==> config.mk <==
export PLATFORM = sky130hd
export DESIGN_NAME = button_event_frame_builder_unit
export DESIGN_NICKNAME = d
export VERILOG_FILES = /design/src/rtl/bef_pkg.sv /design/src/rtl/button_event_frame_builder_unit.sv /design/src/rtl/bef_ring.sv
export SDC_FILE = /design/constraint.sdc
export NUM_CORES = 1
export LEC_CHECK = 0
export BUFFER_PORTS_ARGS = -buffer_cell sky130_fd_sc_hd__buf_4
export CORE_MARGIN = 10
export CORE_UTILIZATION = 30
export CTS_CLUSTER_SIZE = 12
export DETAILED_ROUTE_END_ITERATION = 8
export SYNTH_ARGS = -nofsm -noshare
export SYNTH_HDL_FRONTEND = slang
export SYNTH_SLANG_ARGS = --single-unit
==> constraint.sdc <==
create_clock -name clk -period 7.3 [get_ports clk]
set_input_delay 0.73 -clock clk [delete_from_list [all_inputs] [get_ports clk]]
set_output_delay 0.73 -clock clk [all_outputs]
set_load 0.01 [all_outputs]
==> src/rtl/bef_pkg.sv <==
`default_nettype none
// ----------------------------------------------------------------------------
// Button event frame builder package
// Shared command codes, button signal codes, ring control types and the
// saturating disk activity scaling function.
// ----------------------------------------------------------------------------
package bef_pkg;

	// Command codes carried in the mode field. Codes 0..3 double as ring
	// event codes.
	localparam logic [2:0] MODE_PWR_PRESS = 3'd0;
	localparam logic [2:0] MODE_PWR_REL   = 3'd1;
	localparam logic [2:0] MODE_RST_PRESS = 3'd2;
	localparam logic [2:0] MODE_RST_REL   = 3'd3;
	localparam logic [2:0] MODE_ADD_EDGES = 3'd4;
	localparam logic [2:0] MODE_FRAME     = 3'd5;
	localparam logic [2:0] MODE_CLEAR     = 3'd6;

	// Event codes as stored in the ring.
	localparam logic [1:0] EV_PWR_PRESS = 2'd0;
	localparam logic [1:0] EV_PWR_REL   = 2'd1;
	localparam logic [1:0] EV_RST_PRESS = 2'd2;
	localparam logic [1:0] EV_RST_REL   = 2'd3;

	// Button signal codes in a frame.
	localparam logic [1:0] BTN_LOW  = 2'd0;
	localparam logic [1:0] BTN_HIGH = 2'd1;
	localparam logic [1:0] BTN_RISE = 2'd2;
	localparam logic [1:0] BTN_FALL = 2'd3;

	// Configuration register indexes.
	localparam logic REG_STRIP_POWER = 1'b0;
	localparam logic REG_EDGE_BOOST  = 1'b1;

	localparam logic [7:0]  EDGE_MAX    = 8'hFF;
	localparam logic [14:0] CONTRIB_MAX = 15'h7FFF;

	typedef struct packed {
		logic       push;
		logic       pop;
		logic       clr;
		logic [1:0] code;
	} ring_ctl_t;

	typedef struct packed {
		logic       empty;
		logic [1:0] head_code;
	} ring_sts_t;

	// edges * boost * 256, saturated to 15 bits. The product stays below
	// the limit only while edges * boost is below 128.
	function automatic logic [14:0] scale_contrib(input logic [7:0] edges,
			input logic [7:0] boost);
		logic [15:0] prod;
		prod = 16'(edges) * 16'(boost);
		if (prod[15:7] != 9'd0) begin
			scale_contrib = CONTRIB_MAX;
		end else begin
			scale_contrib = {prod[6:0], 8'h00};
		end
	endfunction

endpackage
`default_nettype wire

==> src/rtl/button_event_frame_builder_unit.sv <==
`default_nettype none
// ----------------------------------------------------------------------------
// Button event frame builder
// Command stream in, one status or frame result out for every command.
// ----------------------------------------------------------------------------
// Every accepted command yields exactly one result. Power and reset presses or
// releases that change the requested button level are queued in an event ring
// of QUEUE_DEPTH entries; when the ring is full the event is dropped while the
// requested level still follows. Disk edge counts accumulate, saturating at
// 255. A frame command reports the sampled LED levels, the strip power flag,
// and the disk contribution min(32767, edges * boost * 256); it also clears
// the edge count and dequeues at most one button event, which shows as rising
// or falling while the other button shows its delivered level. The clear
// command resets the ring pointers, the edge count and all button levels.
// The block takes one command per clock cycle while the result side is ready,
// and passes it through the input register, where all the work is done by
// short logic against the current state, and then the result register.
// Configuration writes are always ready and take effect at once; they are
// meant to happen while no command is in flight.
module button_event_frame_builder_unit #(
	parameter int QUEUE_DEPTH = 8
) (
	input  wire        clk,
	input  wire        arst_n,
	// Command channel
	input  wire        s_axis_tvalid,
	output logic       s_axis_tready,
	// tdata: [7:0] edge_count, [8] power_led_in, [9] hdd_led_in, [15:10] zero
	input  wire [15:0] s_axis_tdata,
	// tuser: [2:0] mode
	input  wire [2:0]  s_axis_tuser,
	// Result channel
	output logic       m_axis_tvalid,
	input  wire        m_axis_tready,
	// tdata: [1:0] power_button_state, [3:2] reset_button_state,
	//        [4] power_led_out, [5] hdd_led_out, [20:6] hdd_contribution,
	//        [21] strip_power_out, [29:22] pending_edges, [31:30] zero
	output logic [31:0] m_axis_tdata,
	// tuser: [0] frame_valid
	output logic       m_axis_tuser,
	// Configuration write channel
	input  wire        cfg_valid,
	output logic       cfg_ready,
	input  wire        cfg_index,
	input  wire [7:0]  cfg_data
);
	import bef_pkg::*;

	// Configuration registers.
	logic       strip_power_q;
	logic [7:0] edge_boost_q;

	// Input register.
	logic       valid_s1;
	logic [2:0] mode_s1;
	logic [7:0] count_s1;
	logic       pled_s1;
	logic       hled_s1;

	// Persistent state.
	logic [7:0] acc_q;
	logic       pwr_req_q;
	logic       rst_req_q;
	logic       pwr_del_q;
	logic       rst_del_q;

	// Result register.
	logic        out_valid_q;
	logic        frame_q;
	logic [1:0]  pbs_q;
	logic [1:0]  rbs_q;
	logic        pled_q;
	logic        hled_q;
	logic [14:0] contrib_q;
	logic        strip_q;
	logic [7:0]  pend_q;

	logic        advance;
	ring_ctl_t   ring_ctl;
	ring_sts_t   ring_sts;

	// Next-state and result values for the command in the input register.
	logic [8:0]  edge_sum;
	logic [7:0]  edge_sat;
	logic [7:0]  acc_nx;
	logic        pwr_req_nx;
	logic        rst_req_nx;
	logic        pwr_del_nx;
	logic        rst_del_nx;
	logic        frame_nx;
	logic [1:0]  pbs_nx;
	logic [1:0]  rbs_nx;
	logic [14:0] contrib_nx;
	logic        pop_evt;

	assign cfg_ready = 1'b1;

	always_ff @(posedge clk or negedge arst_n) begin
		if (!arst_n) begin
			strip_power_q <= 1'b0;
			edge_boost_q  <= 8'd1;
		end else if (cfg_valid) begin
			unique case (cfg_index)
				REG_STRIP_POWER: strip_power_q <= cfg_data[0];
				REG_EDGE_BOOST:  edge_boost_q  <= cfg_data;
				default: ;
			endcase
		end
	end

	// The input register moves on whenever the result register is free or
	// being emptied in the same cycle.
	assign advance       = valid_s1 && (!out_valid_q || m_axis_tready);
	assign s_axis_tready = !valid_s1 || advance;

	always_ff @(posedge clk or negedge arst_n) begin
		if (!arst_n) begin
			valid_s1 <= 1'b0;
		end else if (s_axis_tready) begin
			valid_s1 <= s_axis_tvalid;
		end
	end

	always_ff @(posedge clk) begin
		if (s_axis_tvalid && s_axis_tready) begin
			mode_s1  <= s_axis_tuser;
			count_s1 <= s_axis_tdata[7:0];
			pled_s1  <= s_axis_tdata[8];
			hled_s1  <= s_axis_tdata[9];
		end
	end

	assign edge_sum = {1'b0, acc_q} + {1'b0, count_s1};
	assign edge_sat = edge_sum[8] ? EDGE_MAX : edge_sum[7:0];
	assign pop_evt  = (mode_s1 == MODE_FRAME) && !ring_sts.empty;

	always_comb begin
		acc_nx       = acc_q;
		pwr_req_nx   = pwr_req_q;
		rst_req_nx   = rst_req_q;
		pwr_del_nx   = pwr_del_q;
		rst_del_nx   = rst_del_q;
		frame_nx     = 1'b0;
		pbs_nx       = BTN_LOW;
		rbs_nx       = BTN_LOW;
		contrib_nx   = '0;
		ring_ctl.push = 1'b0;
		ring_ctl.pop  = 1'b0;
		ring_ctl.clr  = 1'b0;
		ring_ctl.code = mode_s1[1:0];
		case (mode_s1)
			MODE_PWR_PRESS: begin
				pwr_req_nx    = 1'b1;
				ring_ctl.push = !pwr_req_q;
			end
			MODE_PWR_REL: begin
				pwr_req_nx    = 1'b0;
				ring_ctl.push = pwr_req_q;
			end
			MODE_RST_PRESS: begin
				rst_req_nx    = 1'b1;
				ring_ctl.push = !rst_req_q;
			end
			MODE_RST_REL: begin
				rst_req_nx    = 1'b0;
				ring_ctl.push = rst_req_q;
			end
			MODE_ADD_EDGES: begin
				acc_nx = edge_sat;
			end
			MODE_FRAME: begin
				acc_nx       = '0;
				frame_nx     = 1'b1;
				contrib_nx   = scale_contrib(edge_sat, edge_boost_q);
				ring_ctl.pop = 1'b1;
				if (pop_evt) begin
					case (ring_sts.head_code)
						EV_PWR_PRESS: pwr_del_nx = 1'b1;
						EV_PWR_REL:   pwr_del_nx = 1'b0;
						EV_RST_PRESS: rst_del_nx = 1'b1;
						default:      rst_del_nx = 1'b0;
					endcase
				end
				// A button that just changed shows its edge; otherwise its level.
				if (pop_evt && (ring_sts.head_code == EV_PWR_PRESS)) begin
					pbs_nx = BTN_RISE;
				end else if (pop_evt && (ring_sts.head_code == EV_PWR_REL)) begin
					pbs_nx = BTN_FALL;
				end else begin
					pbs_nx = pwr_del_q ? BTN_HIGH : BTN_LOW;
				end
				if (pop_evt && (ring_sts.head_code == EV_RST_PRESS)) begin
					rbs_nx = BTN_RISE;
				end else if (pop_evt && (ring_sts.head_code == EV_RST_REL)) begin
					rbs_nx = BTN_FALL;
				end else begin
					rbs_nx = rst_del_q ? BTN_HIGH : BTN_LOW;
				end
			end
			MODE_CLEAR: begin
				acc_nx       = '0;
				pwr_req_nx   = 1'b0;
				rst_req_nx   = 1'b0;
				pwr_del_nx   = 1'b0;
				rst_del_nx   = 1'b0;
				ring_ctl.clr = 1'b1;
			end
			default: ;
		endcase
		// The ring only acts when the command actually leaves the input register.
		if (!advance) begin
			ring_ctl.push = 1'b0;
			ring_ctl.pop  = 1'b0;
			ring_ctl.clr  = 1'b0;
		end
	end

	bef_ring #(
		.QUEUE_DEPTH(QUEUE_DEPTH)
	) u_ring (
		.clk    (clk),
		.arst_n (arst_n),
		.ctl    (ring_ctl),
		.sts    (ring_sts)
	);

	always_ff @(posedge clk or negedge arst_n) begin
		if (!arst_n) begin
			acc_q     <= '0;
			pwr_req_q <= 1'b0;
			rst_req_q <= 1'b0;
			pwr_del_q <= 1'b0;
			rst_del_q <= 1'b0;
		end else if (advance) begin
			acc_q     <= acc_nx;
			pwr_req_q <= pwr_req_nx;
			rst_req_q <= rst_req_nx;
			pwr_del_q <= pwr_del_nx;
			rst_del_q <= rst_del_nx;
		end
	end

	always_ff @(posedge clk or negedge arst_n) begin
		if (!arst_n) begin
			out_valid_q <= 1'b0;
		end else if (advance) begin
			out_valid_q <= 1'b1;
		end else if (m_axis_tready) begin
			out_valid_q <= 1'b0;
		end
	end

	// Non-frame results carry only the pending edge count; the rest is zero.
	always_ff @(posedge clk) begin
		if (advance) begin
			frame_q   <= frame_nx;
			pbs_q     <= pbs_nx;
			rbs_q     <= rbs_nx;
			pled_q    <= frame_nx & pled_s1;
			hled_q    <= frame_nx & hled_s1;
			contrib_q <= contrib_nx;
			strip_q   <= frame_nx & strip_power_q;
			pend_q    <= acc_nx;
		end
	end

	assign m_axis_tvalid = out_valid_q;
	assign m_axis_tuser  = frame_q;
	assign m_axis_tdata  = {2'b00, pend_q, strip_q, contrib_q, hled_q, pled_q,
		rbs_q, pbs_q};

endmodule
`default_nettype wire

==> src/rtl/bef_ring.sv <==
`default_nettype none
// ----------------------------------------------------------------------------
// Button event ring
// Small circular queue of button events with a registered head read that is
// always ready for the next dequeue.
// ----------------------------------------------------------------------------
module bef_ring #(
	parameter int QUEUE_DEPTH = 8
) (
	input  wire               clk,
	input  wire               arst_n,
	input  wire bef_pkg::ring_ctl_t ctl,
	output bef_pkg::ring_sts_t sts
);
	import bef_pkg::*;

	localparam int IDX_W = (QUEUE_DEPTH > 1) ? $clog2(QUEUE_DEPTH) : 1;
	localparam int CNT_W = $clog2(QUEUE_DEPTH + 1);
	localparam logic [IDX_W-1:0] LAST_IDX = IDX_W'(QUEUE_DEPTH - 1);
	localparam logic [CNT_W-1:0] FULL_CNT = CNT_W'(QUEUE_DEPTH);

	logic [1:0]       mem [QUEUE_DEPTH];
	logic [IDX_W-1:0] head_q;
	logic [IDX_W-1:0] tail_q;
	logic [CNT_W-1:0] count_q;
	logic [1:0]       head_code_q;
	logic [IDX_W-1:0] head_nx;
	logic             full;
	logic             do_push;
	logic             do_pop;

	assign full    = (count_q == FULL_CNT);
	assign do_push = ctl.push && !full;
	assign do_pop  = ctl.pop && (count_q != '0);

	always_comb begin
		if (ctl.clr) begin
			head_nx = '0;
		end else if (do_pop) begin
			head_nx = (head_q == LAST_IDX) ? '0 : head_q + 1'b1;
		end else begin
			head_nx = head_q;
		end
	end

	always_ff @(posedge clk or negedge arst_n) begin
		if (!arst_n) begin
			head_q  <= '0;
			tail_q  <= '0;
			count_q <= '0;
		end else if (ctl.clr) begin
			head_q  <= '0;
			tail_q  <= '0;
			count_q <= '0;
		end else begin
			head_q <= head_nx;
			if (do_push) begin
				tail_q  <= (tail_q == LAST_IDX) ? '0 : tail_q + 1'b1;
				count_q <= count_q + 1'b1;
			end else if (do_pop) begin
				count_q <= count_q - 1'b1;
			end
		end
	end

	always_ff @(posedge clk) begin
		if (do_push && !ctl.clr) begin
			mem[tail_q] <= ctl.code;
		end
	end

	// The head entry is read ahead into a register from the next head pointer; a
	// push into an empty ring is forwarded so that the very next frame sees it.
	always_ff @(posedge clk) begin
		if (do_push && !ctl.clr && (tail_q == head_nx)) begin
			head_code_q <= ctl.code;
		end else begin
			head_code_q <= mem[head_nx];
		end
	end

	assign sts.empty     = (count_q == '0);
	assign sts.head_code = head_code_q;

endmodule
`default_nettype wire

==> reports/results.tsv, run 1 <==
metric	value	unit
drive_above_1_share	17.0	%
cp.required	7.35	ns
cts.clk_slew.worst_paths	0.07	ns
wl_per_cell	14.7	um
floorplan.io_pins	69	
hold_viol_final	0	
synth_area	0.00626	mm^2
syn_inst	569	
gr-total-overflow	0	
synth_top_area_share	25.4	%
die_y	164	um
rows	52	
fin_cells	898	
antenna_found_initial	0	
fmax	148	MHz
grt_pass1_wl	22200	um
rsz0062_at_grt	no	
hpwlAfterDp	10500	um
vias	4237	
grt.total_usage	10.2	%
io_buffer_count	59	
min_period	6.75	ns
multi_input_area	0.00337	mm^2
cts_tree	yes	
final-seq-area	0.00248	mm^2
clock_path_buffers	2	
worstPathArrival	6.81	ns
cts_setup_buffers	0	
ys_ff_latch	89	
start_util	30.7	%
numCtsBuffers	9	
cap_violations	0	
ys_warn_count	0	
max-slew-margin-rel	49.2	%
critPathKind	register to register	
n_antenna_cell	0	
avgViaCountPerCell	4.72	
worstSetupStartpointType	register	
finalNetCount	744	
clk_latency	0.35	ns
fillers	2043	
htreeDepth	3	
setup_viol	0	
wl	13200	um
ys_top_cells_by_area	edfxtp_1 25%, dfrtp_1 13%, fa_1 12%	
die_w	164	um
synth_most_common_cell	inv_1	
cts_hold_buf	0	
hold_path_class	input port to async pin	
cts.sinks	89	
antenna_left	0	
setup_tns	0	ns
syn-mean-instance-area	11.0	um^2
synth_edf_count	53	
first_pass_iters	5	
yosys.area.top_type	edfxtp_1	
root_buffer	clkbuf_16	
whs	0.325	ns
fp.coreArea	0.0204	mm^2
areaGrowthSynthToFinish	15.6	%
gp_congestion	0.809	
place_inst	882	
status	finished clean	
drc	0	
yosysSeqAreaShare	39.6	%
skew	0.00796	ns
slew_viol_final	0	
critPathMaxFanout	8	
cts_resized	0	
grt_pass1_vias	4296	
yosys.cell_types.count	68	
fin_util	35.5	%
die-area	0.0270	mm^2
synthTopCellsByCount	62 x inv_1, 57 x nand2_1, 53 x edfxtp_1, 50 x ha_1, 38 x fa_1	
drtIter0Drc	266	
worstMarginPinSlew	0.763	ns
synth_flop_cell	edfxtp_1	
grt_max_degree	34	
worstRegToRegCells	20	
cp-end-kind	register	
finalCritPeriodShare	92.5	%
synth_async_sr_flop_share	37.1	%
final cells by class:
cell class | instances | share of cell area, %
Timing Repair Buffer | 68 | 7.06
Tap cell | 270 | 4.67
Clock inverter | 4 | 0.381
Sequential cell | 89 | 34.3
Inverter | 65 | 3.37
Clock buffer | 12 | 3.57
Multi-Input combinational cell | 390 | 46.7
state kept, by name (all words and copies together) (netlist names), 2 cells and up, named ones only:
name	cells
u_ring.count_q	4
u_ring.mem	16
edge_boost_q	8
count_s1	8
acc_q	8
mode_s1	3
pend_q	8
rbs_q	2
u_ring.tail_q	3
pbs_q	2
u_ring.head_q	3
contrib_q	8
cells by family (layout without fill, tap and decap cells):
group	Yosys count	count (layout)	synth area share (%)
compound gates	97	97	11.5
xor+xnor	12	12	1.68
fa+ha+maj	88	88	22.2
buf+inv	91	149	6.52
flops	89	89	39.6
mux	23	23	4.66
other cells	2	3	0.120
simple gates	167	167	13.7
cells in the final DEF (no fill, tap or decap), drive strengths merged, types with 8 or more instances in the layout:
| master | netlist | routed |
|---|---|---|
| a21oi | 11 | 11 |
| a22o | 14 | 14 |
| and2 | 27 | 27 |
| buf | 21 | 68 |
| clkbuf | 5 | 12 |
| dfrtp | 32 | 32 |
| edfxtp | 53 | 53 |
| fa | 38 | 38 |
| ha | 50 | 50 |
| inv | 65 | 65 |
| mux2 | 9 | 9 |
| mux2i | 10 | 10 |
| nand2 | 57 | 57 |
| nand2b | 12 | 12 |
| nor2 | 30 | 30 |
| nor2b | 8 | 8 |
| o21ai | 19 | 19 |
per-layer routing:
layer / global-route usage, % / up-vias / wire (um)
li1: - / 2080 / -
met1: 14.0 / 2041 / 6360
met2: 15.0 / 103 / 5740
met3: 3.04 / 13 / 903
met4: 3.18 / 0 / 183
met5: 0 / - / 0
final timing paths:
| check | from | slack, ns | endpoint |
|---|---|---|---|
| worst max register to register | acc_q[0] | 0.55 | contrib_q[8] |
| worst min-delay path | arst_n | 0.32 | strip_power_q |
| min in group clk | rst_req_q | 0.47 | rst_req_q |
| worst min register to register | rst_req_q | 0.47 | rst_req_q |
| worst max-delay path | acc_q[0] | 0.55 | contrib_q[8] |
| max in group asynchronous | arst_n | 6.63 | edge_boost_q[0] |
worst max-delay path, cell delays in order (launching register included):
cell       delay, ns
dfrtp_1         0.40
ha_1            0.22
fa_1            0.42
a211oi_1        0.38
o21ai_1         0.13
a31oi_1         0.18
buf_4           0.16
nor2b_1         0.21
nand2b_1        0.17
fa_1            0.43
fa_1            0.52
fa_1            0.53
fa_1            0.54
inv_1           0.04
ha_1            0.40
inv_2           0.06
a222oi_1        0.32
o2111ai_1       0.18
a2111o_1        0.41
a2111oi_4       0.56
a41oi_1         0.20
stage by stage:
stage	setup slack (ns)	instance area [um^2]
after floorplan	0.914	6260
after detailed placement	0.558	6940
after global placement	0.632	6940
final	0.548	7230
after global routing	0.229	7230
after CTS	0.530	7230
Power of run 1 is not shown: default switching activity piles up to over one toggle a cycle in this logic, so the estimate is an artifact.
==> run 2, diff against run 1 <==
--- a/config.mk
+++ b/config.mk
@@ -6,10 +6,12 @@
 export NUM_CORES = 1
 export LEC_CHECK = 0
 export BUFFER_PORTS_ARGS = -buffer_cell sky130_fd_sc_hd__buf_4
+export CORE_ASPECT_RATIO = 1.25
 export CORE_MARGIN = 10
 export CORE_UTILIZATION = 30
 export CTS_CLUSTER_SIZE = 12
 export DETAILED_ROUTE_END_ITERATION = 8
 export SYNTH_ARGS = -nofsm -noshare
 export SYNTH_HDL_FRONTEND = slang
+export SYNTH_HIERARCHICAL = 1
 export SYNTH_SLANG_ARGS = --single-unit
==> run 2 against run 1 <==
Design area is 0.83% higher; first-iteration DRC count is 14% higher; worst hold slack better by 0.013 ns; sequential cell count stayed put; fmax hardly changed; setup slack worse by 0.0055 ns; via count is 2.6% higher; non-clock buffer count is 7 lower; sequential share of layout area is 0.28 points lower; register-to-register slack hardly changed; critical path type unchanged; global-route usage is 0.14 points lower; highest routed layer unchanged.
==> reports/results.tsv, run 2 <==
metric	value	unit	change
status	finished clean		
grt.total_usage	10.0	%	-0.14 points
die_y	183	um	+11%
yosys.area.top_type	edfxtp_1		
syn_inst	587		+3.2%
max-slew-margin-rel	42.3	%	-6.8 points
gr-total-overflow	0		unchanged
areaGrowthSynthToFinish	14.7	%	
clock_path_buffers	2		unchanged
synth_top_family_by_area	adder cells		
synthTopCellsByCount	66 x inv_1, 61 x nand2_1, 53 x edfxtp_1, 50 x ha_1, 38 x fa_1		
skew	0.0104	ns	+0.00243 ns
grt_pass1_wl	22200	um	about the same
worstPathArrival	6.82	ns	about the same
drive_above_1_share	18.3	%	+1.3 points
worstMarginPinSlew	0.858	ns	+0.0957 ns
yosys.cell_types.count	71		+4.4%
synth_most_common_cell	inv_1		
drtIter0Drc	303		+14%
start_util	30.5	%	-0.19 points
htreeDepth	3		unchanged
cts.clk_slew.worst_paths	0.07	ns	about the same
slew_viol_final	0		unchanged
synthSimpleGateAreaFrac	14.6	%	+0.89 points
synth_area	0.00636	mm^2	+1.6%
finalCritPeriodShare	92.6	%	about the same
ys_ff_latch	89		unchanged
cts.sinks	89		unchanged
die_w	150	um	-8.6%
wl	13600	um	+3.4%
mostFrequentLayoutCells	66 x inv_1, 61 x nand2_1, 61 x buf_4, 53 x edfxtp_1, 50 x ha_1		
ys_warn_count	6		+6
critPathMaxFanout	8		unchanged
fp.coreArea	0.0208	mm^2	+2.2%
syn-mean-instance-area	10.8	um^2	-1.5%
rows	59		+13%
critPathKind	register to register		
first_pass_iters	4		-1
vias	4347		+2.6%
setup_viol	0		unchanged
cp-end-kind	register		
post-place-ws	0.269	ns	-0.289 ns
hold_path_class	input port to async pin		
synth_async_sr_flop_share	37.1	%	unchanged
numCtsBuffers	9		unchanged
regMostFlops	u_ring/mem		
cts_tree	yes		
rsz0062_at_grt	no		
root_buffer	clkbuf_16		
ys_top_cells_by_area	edfxtp_1 25%, dfrtp_1 13%, fa_1 12%		
synth_edf_count	53		unchanged
cap_violations	0		unchanged
avgViaCountPerCell	4.76		+0.91%
fin_util	35.0	%	-0.48 points
largest_register_ffs	16		unchanged
synth_compound_gate_area_share	12.4	%	+0.88 points
die-area	0.0274	mm^2	+1.5%
antenna_found_initial	0		unchanged
floorplan.io_pins	69		unchanged
drc	0		unchanged
clk_latency	0.35	ns	about the same
worstSetupStartpointType	register		
fmax	148	MHz	about the same
synthAdderAreaFrac	21.8	%	-0.35 points
min_period	6.76	ns	+0.00545 ns
grt_max_degree	34		unchanged
cts_resized	0		unchanged
grt_pass1_vias	4401		+2.4%
antenna_left	0		unchanged
setup_tns	0	ns	unchanged
gp_congestion	0.798		-1.3%
synth_mux_area_share	4.17	%	-0.49 points
cp.required	7.36	ns	about the same
io_buffer_count	59		unchanged
yosysSeqAreaShare	39.0	%	-0.62 points
final_common_cell	inv_1		
fin_ws	0.542	ns	-0.00545 ns
synth_xor_area_share	1.52	%	-0.16 points
finalNetCount	755		+1.5%
synth_flop_cell	edfxtp_1		
hpwlAfterDp	10500	um	+0.48%
wl_per_cell	14.9	um	+1.7%
hold_viol_final	0		unchanged
synth_top_area_share	25.0	%	-0.40 points
n_antenna_cell	0		unchanged
## run 2: changes by cell type after synthesis, sizes merged, moves of 4 or more
cell | before | now
mux2i | 10 | 4
a31oi | 3 | 9
or3 | 1 | 5
a41oi | 7 | 0
nand2 | 57 | 65
o22ai | 4 | 0
a21oi | 11 | 21
a2111oi | 1 | 5
nor3 | 7 | 12
o21ai | 19 | 23
## run 2: layer usage
layer / GRT usage [%] / up-vias / routed length [um]
met1: 13.1 / 2119 / 6220
met2: 16.2 / 87 / 6620
li1: - / 2129 / -
met4: 3.54 / 0 / 187
met3: 1.97 / 12 / 609
met5: 0 / - / 0
## run 2: through the flow
stage / cells / hold WS (ns) / area [um^2]
after floorplan: 588 / 0.434 / 6360
after global placement: 896 / 0.470 / 7000
after detailed placement: 896 / 0.480 / 7000
after CTS: 912 / 0.354 / 7280
after global routing: 913 / 0.373 / 7290
final: 913 / 0.338 / 7290
## run 2: repair_timing
| item | CTS | global route |
|---|---|---|
| endpoints found under the setup margin | 0 | 8 |
| hold buffers | 0 | 0 |
| setup buffers | 0 | 1 |
## run 2: layout make-up
| cell class | instances | area [um^2] |
|---|---|---|
| clock inverter | 5 | 40.0 |
| tap | 274 | 343 |
| timing repair buffer | 61 | 458 |
| sequential | 89 | 2480 |
| fill | 2124 | 13500 |
| inverter | 67 | 251 |
| multi-input combinational | 406 | 3480 |
| clock buffer | 11 | 243 |
## run 2: worst max-delay path, stage by stage (launching register included)
cell and delay (ns):
edfxtp_1 0.40, ha_1 0.24, fa_1 0.44, a211oi_2 0.23, o21bai_1 0.13, or3_4 0.35, a31oi_4 0.33, nand2b_1 0.27
nand2_1 0.17, fa_1 0.44, fa_1 0.52, fa_1 0.51, fa_1 0.54, inv_1 0.04, ha_1 0.36, o21ai_1 0.25
a21oi_1 0.16, o2111a_1 0.19, o311a_1 0.39, nor3_4 0.36, a31oi_1 0.14
## run 2: cells by family after synthesis
| kind of cell | count (synthesis) |
|---|---|
| fa+ha+maj | 88 |
| simple gates | 178 |
| flops | 89 |
| xor+xnor | 11 |
| compound gates | 106 |
| mux | 20 |
| other cells | 2 |
| buf+inv | 93 |
## run 2: path summary, 6_finish.rpt
kind / cells after the start / to / slack [ns] / from
max: 20 / contrib_q[9] / 0.54 / count_s1[0]
min: 1 / u_ring/tail_q[0] / 0.34 / arst_n
max reg2reg: 20 / contrib_q[9] / 0.54 / count_s1[0]
min reg2reg: 1 / m_axis_tvalid / 0.49 / valid_s1
max in group asynchronous: 1 / edge_boost_q[0] / 6.60 / arst_n
min in group clk: 1 / m_axis_tvalid / 0.49 / valid_s1
Power of run 2 is left out for the same reason.
